[src/rtl/ptft_pkg.sv]
// ----------------------------------------------------------------------------
// Periodic task flag timer package
// Sizes, request codes and controller states shared by the timer block.
// ----------------------------------------------------------------------------
package ptft_pkg;

  localparam int TASK_COUNT = 8;
  localparam int COUNT_BITS = 32;

  localparam int IDX_BITS   = (TASK_COUNT > 1) ? $clog2(TASK_COUNT) : 1;
  localparam int CNT_BITS   = $clog2(TASK_COUNT + 1);
  localparam int ENTRY_BITS = 2 * COUNT_BITS;

  localparam logic [2:0] FN_TICK    = 3'd0;
  localparam logic [2:0] FN_PROGRAM = 3'd1;
  localparam logic [2:0] FN_SET_EN  = 3'd2;
  localparam logic [2:0] FN_READ_EN = 3'd3;
  localparam logic [2:0] FN_CONSUME = 3'd4;

  typedef enum logic [1:0] {
    ST_IDLE,
    ST_TICK,
    ST_EXEC
  } ptft_state_t;

endpackage

[src/rtl/ptft_ram.sv]
// ----------------------------------------------------------------------------
// Generic RAM
// One write port, one read port, read data registered.
// ----------------------------------------------------------------------------
module ptft_ram #(
  parameter int WIDTH  = 8,
  parameter int DEPTH  = 8,
  parameter int ADDR_W = (DEPTH > 1) ? $clog2(DEPTH) : 1
) (
  input  logic              clk,
  input  logic              wr_en,
  input  logic [ADDR_W-1:0] wr_addr,
  input  logic [WIDTH-1:0]  wr_data,
  input  logic [ADDR_W-1:0] rd_addr,
  output logic [WIDTH-1:0]  rd_data
);

  logic [WIDTH-1:0] mem [DEPTH];

  always_ff @(posedge clk) begin
    if (wr_en) begin
      mem[wr_addr] <= wr_data;
    end
    rd_data <= mem[rd_addr];
  end

endmodule

[src/rtl/periodic_task_flag_timer_top.sv]
// ----------------------------------------------------------------------------
// Periodic task flag timer
// Program, set enable, read enable and consume run in the execute state and
// give their result as it leaves, once the output is free; a tick first walks
// the reload/countdown RAM, one entry per cycle, then gives its result the same
// way. A new request is taken only in idle, after the last result is issued.
// Reset clears enables, pending flags and entry valid bits at once; no sweep.
// ----------------------------------------------------------------------------
module periodic_task_flag_timer_top
  import ptft_pkg::*;
(
  input  logic        clk,
  input  logic        rst,
  input  logic        in_valid,
  output logic        in_ready,
  input  logic [2:0]  func,
  input  logic [2:0]  task_index,
  input  logic [31:0] period,
  input  logic        enable_value,
  output logic        out_valid,
  input  logic        out_ready,
  output logic        answer
);

  ptft_state_t state, state_next;

  logic [2:0]            req_func;
  logic                  req_idx_ok;
  logic [IDX_BITS-1:0]   req_addr;
  logic [COUNT_BITS-1:0] req_reload;
  logic                  req_en;

  logic [CNT_BITS-1:0]   cnt;
  logic [IDX_BITS-1:0]   proc_addr;

  logic [TASK_COUNT-1:0] entry_ok;
  logic [TASK_COUNT-1:0] enabled;
  logic [TASK_COUNT-1:0] pending;

  logic                  mem_wr_en;
  logic [IDX_BITS-1:0]   mem_wr_addr;
  logic [ENTRY_BITS-1:0] mem_wr_data;
  logic [IDX_BITS-1:0]   mem_rd_addr;
  logic [ENTRY_BITS-1:0] mem_rd_data;

  logic [ENTRY_BITS-1:0] entry;
  logic [COUNT_BITS-1:0] ent_reload;
  logic [COUNT_BITS-1:0] ent_count;
  logic                  cnt_zero;
  logic                  cnt_busy;
  logic                  cnt_last;
  logic                  out_free;
  logic                  ans;

  logic [6:0]            idx_wide;
  logic [31:0]           period_m1;

  assign idx_wide  = {4'd0, task_index};
  assign period_m1 = period - 32'd1;

  assign entry      = entry_ok[proc_addr] ? mem_rd_data : '0;
  assign ent_reload = entry[ENTRY_BITS-1:COUNT_BITS];
  assign ent_count  = entry[COUNT_BITS-1:0];
  assign cnt_zero   = (ent_count == '0);
  assign cnt_busy   = (cnt != '0);
  assign cnt_last   = (cnt == CNT_BITS'(TASK_COUNT));
  assign out_free   = !out_valid || out_ready;

  ptft_ram #(
    .WIDTH(ENTRY_BITS),
    .DEPTH(TASK_COUNT),
    .ADDR_W(IDX_BITS)
  ) u_entry_ram (
    .clk(clk),
    .wr_en(mem_wr_en),
    .wr_addr(mem_wr_addr),
    .wr_data(mem_wr_data),
    .rd_addr(mem_rd_addr),
    .rd_data(mem_rd_data)
  );

  always_comb begin
    state_next  = state;
    in_ready    = 1'b0;
    mem_wr_en   = 1'b0;
    mem_wr_addr = proc_addr;
    mem_wr_data = {ent_reload, cnt_zero ? ent_reload : ent_count - COUNT_BITS'(1)};
    mem_rd_addr = cnt[IDX_BITS-1:0];
    ans         = 1'b0;
    unique case (req_func)
      FN_READ_EN: ans = req_idx_ok && enabled[req_addr];
      FN_CONSUME: ans = req_idx_ok && pending[req_addr];
      default:    ans = 1'b0;
    endcase
    unique case (state)
      ST_IDLE: begin
        in_ready = 1'b1;
        if (in_valid) begin
          state_next = (func == FN_TICK) ? ST_TICK : ST_EXEC;
        end
      end
      ST_TICK: begin
        if (cnt_busy) begin
          mem_wr_en = enabled[proc_addr];
        end
        if (cnt_last) begin
          state_next = ST_EXEC;
        end
      end
      ST_EXEC: begin
        if (out_free) begin
          state_next = ST_IDLE;
          if (req_func == FN_PROGRAM && req_idx_ok) begin
            mem_wr_en   = 1'b1;
            mem_wr_addr = req_addr;
            mem_wr_data = {req_reload, req_reload};
          end
        end
      end
      default: state_next = ST_IDLE;
    endcase
  end

  always_ff @(posedge clk) begin
    if (rst) begin
      state <= ST_IDLE;
    end else begin
      state <= state_next;
    end
  end

  always_ff @(posedge clk) begin
    if (state == ST_IDLE && in_valid) begin
      req_func   <= func;
      req_idx_ok <= (idx_wide < 7'(TASK_COUNT));
      req_addr   <= idx_wide[IDX_BITS-1:0];
      req_reload <= period_m1[COUNT_BITS-1:0];
      req_en     <= enable_value;
    end
    if (state == ST_TICK) begin
      proc_addr <= cnt[IDX_BITS-1:0];
    end
  end

  always_ff @(posedge clk) begin
    if (rst) begin
      cnt       <= '0;
      entry_ok  <= '0;
      enabled   <= '0;
      pending   <= '0;
      out_valid <= 1'b0;
      answer    <= 1'b0;
    end else begin
      if (state == ST_EXEC && out_free) begin
        out_valid <= 1'b1;
      end else if (out_ready) begin
        out_valid <= 1'b0;
      end
      if (mem_wr_en) begin
        entry_ok[mem_wr_addr] <= 1'b1;
      end
      unique case (state)
        ST_IDLE: begin
          cnt <= '0;
        end
        ST_TICK: begin
          cnt <= cnt + CNT_BITS'(1);
          if (cnt_busy) begin
            if (!enabled[proc_addr]) begin
              pending[proc_addr] <= 1'b0;
            end else if (cnt_zero) begin
              pending[proc_addr] <= 1'b1;
            end
          end
        end
        ST_EXEC: begin
          if (out_free) begin
            answer <= ans;
            if (req_idx_ok) begin
              unique case (req_func)
                FN_PROGRAM: enabled[req_addr] <= 1'b1;
                FN_SET_EN:  enabled[req_addr] <= req_en;
                FN_CONSUME: pending[req_addr] <= 1'b0;
                default:    ;
              endcase
            end
          end
        end
        default: ;
      endcase
    end
  end

endmodule
[config.mk]
export PLATFORM = sky130hd
export DESIGN_NAME = periodic_task_flag_timer_top
export DESIGN_NICKNAME = d
export VERILOG_FILES = /design/src/rtl/ptft_pkg.sv /design/src/rtl/ptft_ram.sv /design/src/rtl/periodic_task_flag_timer_top.sv
export SDC_FILE = /design/constraint.sdc
export NUM_CORES = 1
export LEC_CHECK = 0
export BUFFER_PORTS_ARGS = -buffer_cell sky130_fd_sc_hd__buf_2
export CAP_MARGIN = 5
export CORE_MARGIN = 1
export CORE_UTILIZATION = 56
export DETAILED_ROUTE_END_ITERATION = 6
export PLACE_DENSITY = 0.71
export SYNTH_ARGS = -nofsm -noshare
export SYNTH_HDL_FRONTEND = slang
export SYNTH_SLANG_ARGS = --single-unit
[constraint.sdc]
create_clock -name clk -period 10.6 [get_ports clk]
set_clock_uncertainty 0.05 [all_clocks]
set_input_delay 1.59 -clock clk [delete_from_list [all_inputs] [get_ports clk]]
set_output_delay 1.59 -clock clk [all_outputs]
set_load 0.03 [all_outputs]
-- Word-level counts from Yosys, hierarchy flattened
Memories as Yosys holds them, arrays and structs flattened. A register that Yosys moved wholly into a read port is not among the register bits.
Index checks and enable logic that the tools add are counted.
- register bits: 75
- bits in writable memories: 512
- input port bits: 43
- output and inout port bits: 3
- word-level logic and storage cells: 114
- memories kept: 1
- memory list (memory ; depth ; width ; read ports ; clocked after memory_dff ; write ports ; line ; RTL):
    u_entry_ram.mem ; 8 ; 64 ; 1 ; 1 ; 1 ; ptft_ram.sv:18 ; logic [WIDTH-1:0] mem [DEPTH];
- add/subtract/negate cells: 3
- $lt $le $gt $ge: 7
- equal/unequal tests: 14
- muxes and demuxes: 47
- bitwise logic cells: 7
- reduce and logical (&&, ||, !) cells: 22
- operators with widths (kind ; count):
    64-bit 2-to-1 mux ; 4
    32-bit by 1-bit subtractor with 32-bit output (second input constant) ; 2
    8-bit 2-to-1 mux ; 6
    32-bit zero test ; 1
    32-bit 2-to-1 mux ; 1
    8-bit case mux with 2 select lines ; 2
    8-bit bitwise OR ; 3
    8-bit bitwise AND ; 2
    3-bit by 4-bit < comparator with 1-bit output (second input constant) ; 4
    8-bit NOT ; 2
    1-bit 2-to-1 mux ; 15
    1-bit binary-select mux with 3-bit select ; 4
    2-bit inequality test (second input constant) ; 5
    1-bit demux with 3-bit select ; 3
    3-bit by 1-bit greater-or-equal comparator with 1-bit output (second input constant) ; 3
    3-bit 2-to-1 mux ; 3
    8-bit bitwise mux ; 1
    1-bit logical AND ; 8
    2-bit 2-to-1 mux ; 4
    4-bit case mux with 2 select lines ; 1
    2-bit nonzero test ; 4
    3-bit by 2-bit equality test with 1-bit output (second input constant) ; 2
    2-bit case mux with 3 select lines ; 1
    6-bit AND reduction ; 1
    17 further kinds ; 18

-- Longest topological paths before layout
- depth after elaboration: 10
- gate-level depth with buffers: 17
- mapped depth without buffers: 10

-- Modules after synthesis
Synthesis repeated with hierarchy kept, for this count alone.
- cells, all modules: 1508
- area total of the unflattened synthesis: 26016.2 sq um
- by module, submodules not included (module ; instances ; cells each ; area each (sq um) ; sequential area each (sq um)):
    ptft_ram ; 1 ; 816 ; 20547.2 ; 16656.0
    periodic_task_flag_timer_top ; 1 ; 692 ; 5469.0 ; 1901.8

-- Worst setup path before layout
Ideal clock, no wire load.
- path type: input port to flip-flop
- start: input port out_ready
- end: memory u_entry_ram.mem[6][0] (netlist name), enable pin
- setup time: 0.487 ns
- arrival time: 5.366 ns
- required time: 10.063 ns
- slack: 4.697 ns
- stages: 7
- path buffers: 1
- cell sequence: nand2b_1 > nand3_1 > clkbuf_1 > nand2_1 > o32ai_1 > nand2_1 > nor2_1
- word-level cells in the longest chain between the ends: 5
- elaborated cells between the ends (all ways): 7
- those cells by class: mux: 6; reduce/logical: 1
- ends and longest elaborated chain (item ; line ; RTL):
    from (decl) ; periodic_task_flag_timer_top.sv:21 ; input logic out_ready,
    1-bit logical OR (*) ; periodic_task_flag_timer_top.sv:67 ; assign out_free = !out_valid || out_ready;
    1-bit 2-to-1 mux ; periodic_task_flag_timer_top.sv:111 ; if (out_free) begin
    1-bit case mux with 2 select lines ; periodic_task_flag_timer_top.sv:95 ; unique case (state)
    1-bit 2-to-1 mux ; ptft_ram.sv:21 ; if (wr_en) begin
    1-bit 2-to-1 mux (not written as such) ; ptft_ram.sv:22 ; mem[wr_addr] <= wr_data;
    to (decl) ; ptft_ram.sv:18 ;
Mark *: on every way between the ends. The rest lies on a longest branch, timed or not.

-- Worst setup path after layout
- start: register proc_addr[0]
- end: memory u_entry_ram.mem[4][1] (netlist name) (data pin)
- word-level cells in the longest chain between the ends: 8
- elaborated cells between the ends (all ways): 9
- those cells by class: add/sub: 1; mux: 7; reduce/logical: 1
- ends and longest elaborated chain (item ; line ; RTL):
    from (decl) ; periodic_task_flag_timer_top.sv:34 ; logic [IDX_BITS-1:0] proc_addr;
    from (signal assigned) ; periodic_task_flag_timer_top.sv:141 ; proc_addr <= cnt[IDX_BITS-1:0];
    1-bit binary-select mux with 3-bit select (*) ; periodic_task_flag_timer_top.sv:61 ; assign entry = entry_ok[proc_addr] ? mem_rd_data : '0;
    1-bit 2-to-1 mux (not written as such) (*) ; periodic_task_flag_timer_top.sv:61 ;
    64-bit 2-to-1 mux (*) ; periodic_task_flag_timer_top.sv:61 ;
    32-bit by 1-bit subtractor with 32-bit output or 32-bit zero test (tied branches) ; periodic_task_flag_timer_top.sv:87, periodic_task_flag_timer_top.sv:64 ;
    32-bit 2-to-1 mux (*) ; periodic_task_flag_timer_top.sv:87 ; mem_wr_data = {ent_reload, cnt_zero ? ent_reload : ent_count - COUNT_BITS'(1)};
    64-bit 2-to-1 mux ; periodic_task_flag_timer_top.sv:113 ; if (req_func == FN_PROGRAM && req_idx_ok) begin
    64-bit 2-to-1 mux ; periodic_task_flag_timer_top.sv:111 ;
    64-bit 2-to-1 mux (*) ; periodic_task_flag_timer_top.sv:95 ;
    named net mem_wr_data[1] ; periodic_task_flag_timer_top.sv:42 ; logic [ENTRY_BITS-1:0] mem_wr_data;
The timed path passes the listed nets; every way through them passes the cells marked *. The select of a mux whose other input is x is not followed.

==> qor.csv <==
metric,value,unit
run_status,finished clean,
synth.top_cell.area_share,63.68,%
setup_tns,0,ns
setup_viol,0,
clkTransAtPathRegs,0.06,ns
first_global_vias,13968,
cp.buffers_inverters,2,
grt-ovfl-total,0,
muxShareOfSynthArea,14.82,%
drc,0,
post-cts-setup-buffers,0,
cts_sinks,650,
ys_types,69,
critPathLaunchType,flip-flop,
final_common_cell,edfxtp_1,
grt_usage,24.61,%
yosys_most_used_dff,edfxtp_1,
grt_antenna_before_repair,0,
ant_nets,0,
drive_above_1_share,23.80,%
yosys_warnings,0,
ys_ff_latch,650,
cts_tree,built,
power.density,177.2,nW/um^2
initial_core_util,57.20,%
synth_top_family_by_area,multiplexers,
required,10.84,ns
synth_top_area_cell,edfxtp_1,
grt_pass1_wl,86.28,mm
r2r_end,u_entry_ram.mem[4][1],
irDropWorstVdd,0.0001600,V
dr.first_iter.drc_count,1474,
multi_input_area,7212,um^2
vias,14050,
crit_path_end_kind,flip-flop,
clock_path_buffers,3,
crit_chain,mux2_2 > mux4_2 > buf_4 > nand2_1 > ha_1 > nor4b_1 > and3_1 > nand4_1 > buf_4 > nand2_1 > mux2_2 > o21ai_0,
hpwl,32.84,mm
synth_edf_count,554,
dieArea,47520,um^2
hold_path_class,flip-flop to flip-flop,
dr.pass1.iters,5,
h-tree-depth,3,
whs_endpoint,answer,
reg2reg_from,proc_addr[0],
syn_area_per_cell,17.18,um^2
total_power,5155,uW
hp-start,answer,
rows,78,
finalMaxSlewViolations,0,
async_flop_share,0,%
cts_buffers,66,
insertion_delay,0.60,ns
cts.repair.resized,0,
cp.arrival,5.70,ns
core,45670,um^2
yosys.area_share.adder,0.3352,%
reg2reg_depth,12,
worstSetupPathDepth,12,
nets,1622,
cp_top_family,simple AND/OR/NAND/NOR gates,
hold_viol,0,
r2r_slack,5.14,ns
relSlewSlack,20.33,%
path_class,flip-flop to flip-flop,
layout_min_cycle_time,5.459,ns
io_buffers,45,
worst_slew_pin_slew,1.193,ns
gp_congestion,0.8453,
syn_inst,1521,
die_w,218.0,um
whs_path_depth,2,
grt_max_degree,67,
routed_wl,56.55,mm
synth_compound_area_share,4.923,%
rsz0062_at_grt,false,
root_buffer,clkbuf_16,
critPathMaxFanout,56,
pin_count,46,
p_leak,0.009285,uW
yosysSeqAreaShare,71.03,%
synthesis.area,26130,um^2
diodes,0,
yosys.area_share.simple,5.828,%
via_per_inst,6.323,
area_growth,11.32,%
cpMaxStageDelayCell,edfxtp_1,
maxCapViolations,0,
fin_crit_sh,51.50,%
clock.fmax,183.2,MHz
post_drt_wl_per_cell,25.45,um
fp.dieH,218.0,um
hold_buffers,0,
synthTopCellsByArea,"edfxtp_1, mux4_2, dfxtp_1",
synth_xor_area_share,1.442,%
regArea,18570,um^2
synth_fp_nets,1571,
final_cell_mix,"edfxtp_1, mux4_2, nand2_1",
cp_slowest_stage_delay,0.79,ns
n_fill_cell,3209,
final cells by class:
cell class                      count  area share (%)
Sequential cell                   650           63.85
Inverter                           27          0.3485
Clock inverter                     21          0.7873
Multi-Input combinational cell    764           24.80
Timing Repair Buffer               63           1.239
Tap cell                          600           2.581
Clock buffer                       97           6.397
cells by family after synthesis:
logic type / count (synthesis)
multiplexers: 214
flip-flops: 650
AND/OR/NAND/NOR: 308
XOR/XNOR: 43
buffers and inverters: 107
AO/OA/AOI/OAI: 192
adder cells (fa/ha/maj): 7
sequential cells by signal (all words and copies together) (netlist names), named ones only:
register and flops:
req_addr 3, u_entry_ram.rd_data 64, cnt 4, enabled 8
out_valid 1, answer 1, proc_addr 3, u_entry_ram.mem 512
req_func 3, entry_ok 8, req_en 1, req_reload 32
state 2
per-layer routing:
layer	GRT usage, %	wire length (um)	vias up
met2	39.75	27860	557
met5	0	0	-
met1	34.82	23640	7236
li1	-	-	6172
met3	4.561	3968	85
met4	6.294	1076	0
synth_stat cells (5+ instances only):
| library cell | instances |
|---|---|
| nand2b_1 | 5 |
| a2111oi_0 | 8 |
| o32ai_1 | 7 |
| nor2b_1 | 13 |
| nor3_1 | 25 |
| o22ai_1 | 10 |
| mux4_2 | 131 |
| xor2_1 | 27 |
| mux2i_1 | 11 |
| ha_1 | 7 |
| buf_1 | 17 |
| inv_1 | 27 |
| nand2_1 | 110 |
| a31oi_1 | 8 |
| nand4_1 | 8 |
| mux2_2 | 72 |
| o211ai_1 | 9 |
| nand3_1 | 34 |
| dfxtp_1 | 96 |
| or3_1 | 13 |
| edfxtp_1 | 554 |
| o31ai_1 | 7 |
| clkbuf_1 | 52 |
| buf_2 | 9 |
| nor4_1 | 7 |
| a21oi_1 | 41 |
| nor2_1 | 58 |
| xnor2_1 | 16 |
| a211o_1 | 8 |
| a211oi_1 | 21 |
| o21ai_0 | 39 |
through the flow:
step / instance area [um^2] / std cells / setup slack [ns] / hold slack [ns] / utilization [%]
2_1_floorplan: 26130 / 1521 / 4.697 / 0.3564 / -
5_1_grt: 29080 / 2222 / 4.786 / 0.4433 / 63.68
3_5_place_dp: 26990 / 2104 / 4.941 / 0.4163 / 59.10
6_report: 29080 / 2222 / 5.141 / 0.4212 / 63.68
3_3_place_gp: 26990 / 2104 / 4.995 / 0.4054 / 59.10
4_1_cts: 29080 / 2222 / 5.218 / 0.4241 / 63.68
worst reg2reg max path: stages, from the launching register on:
cell	delay (ns)
edfxtp_1	0.79
mux2_2	0.42
mux4_2	0.46
buf_4	0.35
nand2_1	0.26
ha_1	0.33
nor4b_1	0.24
and3_1	0.21
nand4_1	0.47
buf_4	0.42
nand2_1	0.25
mux2_2	0.36
o21ai_0	0.55
worst max-delay path by stage:
stage / slack (ns) / from / endpoint
floorplan: 4.70 / out_ready / u_entry_ram.mem[6][0]
global placement: 5.00 / out_ready / u_entry_ram.mem[5][59]
detailed placement: 4.94 / out_ready / u_entry_ram.mem[5][59]
CTS: 5.22 / proc_addr[0] / u_entry_ram.mem[3][1]
global route: 4.79 / proc_addr[0] / u_entry_ram.mem[1][1]
finish: 5.14 / proc_addr[0] / u_entry_ram.mem[4][1]
report_power, final:
part           switching (uW)  internal [uW]
logic                    75.0           36.6
registers                21.4           2780
clock network             927           1320
Power figures use the tool's default switching activity.
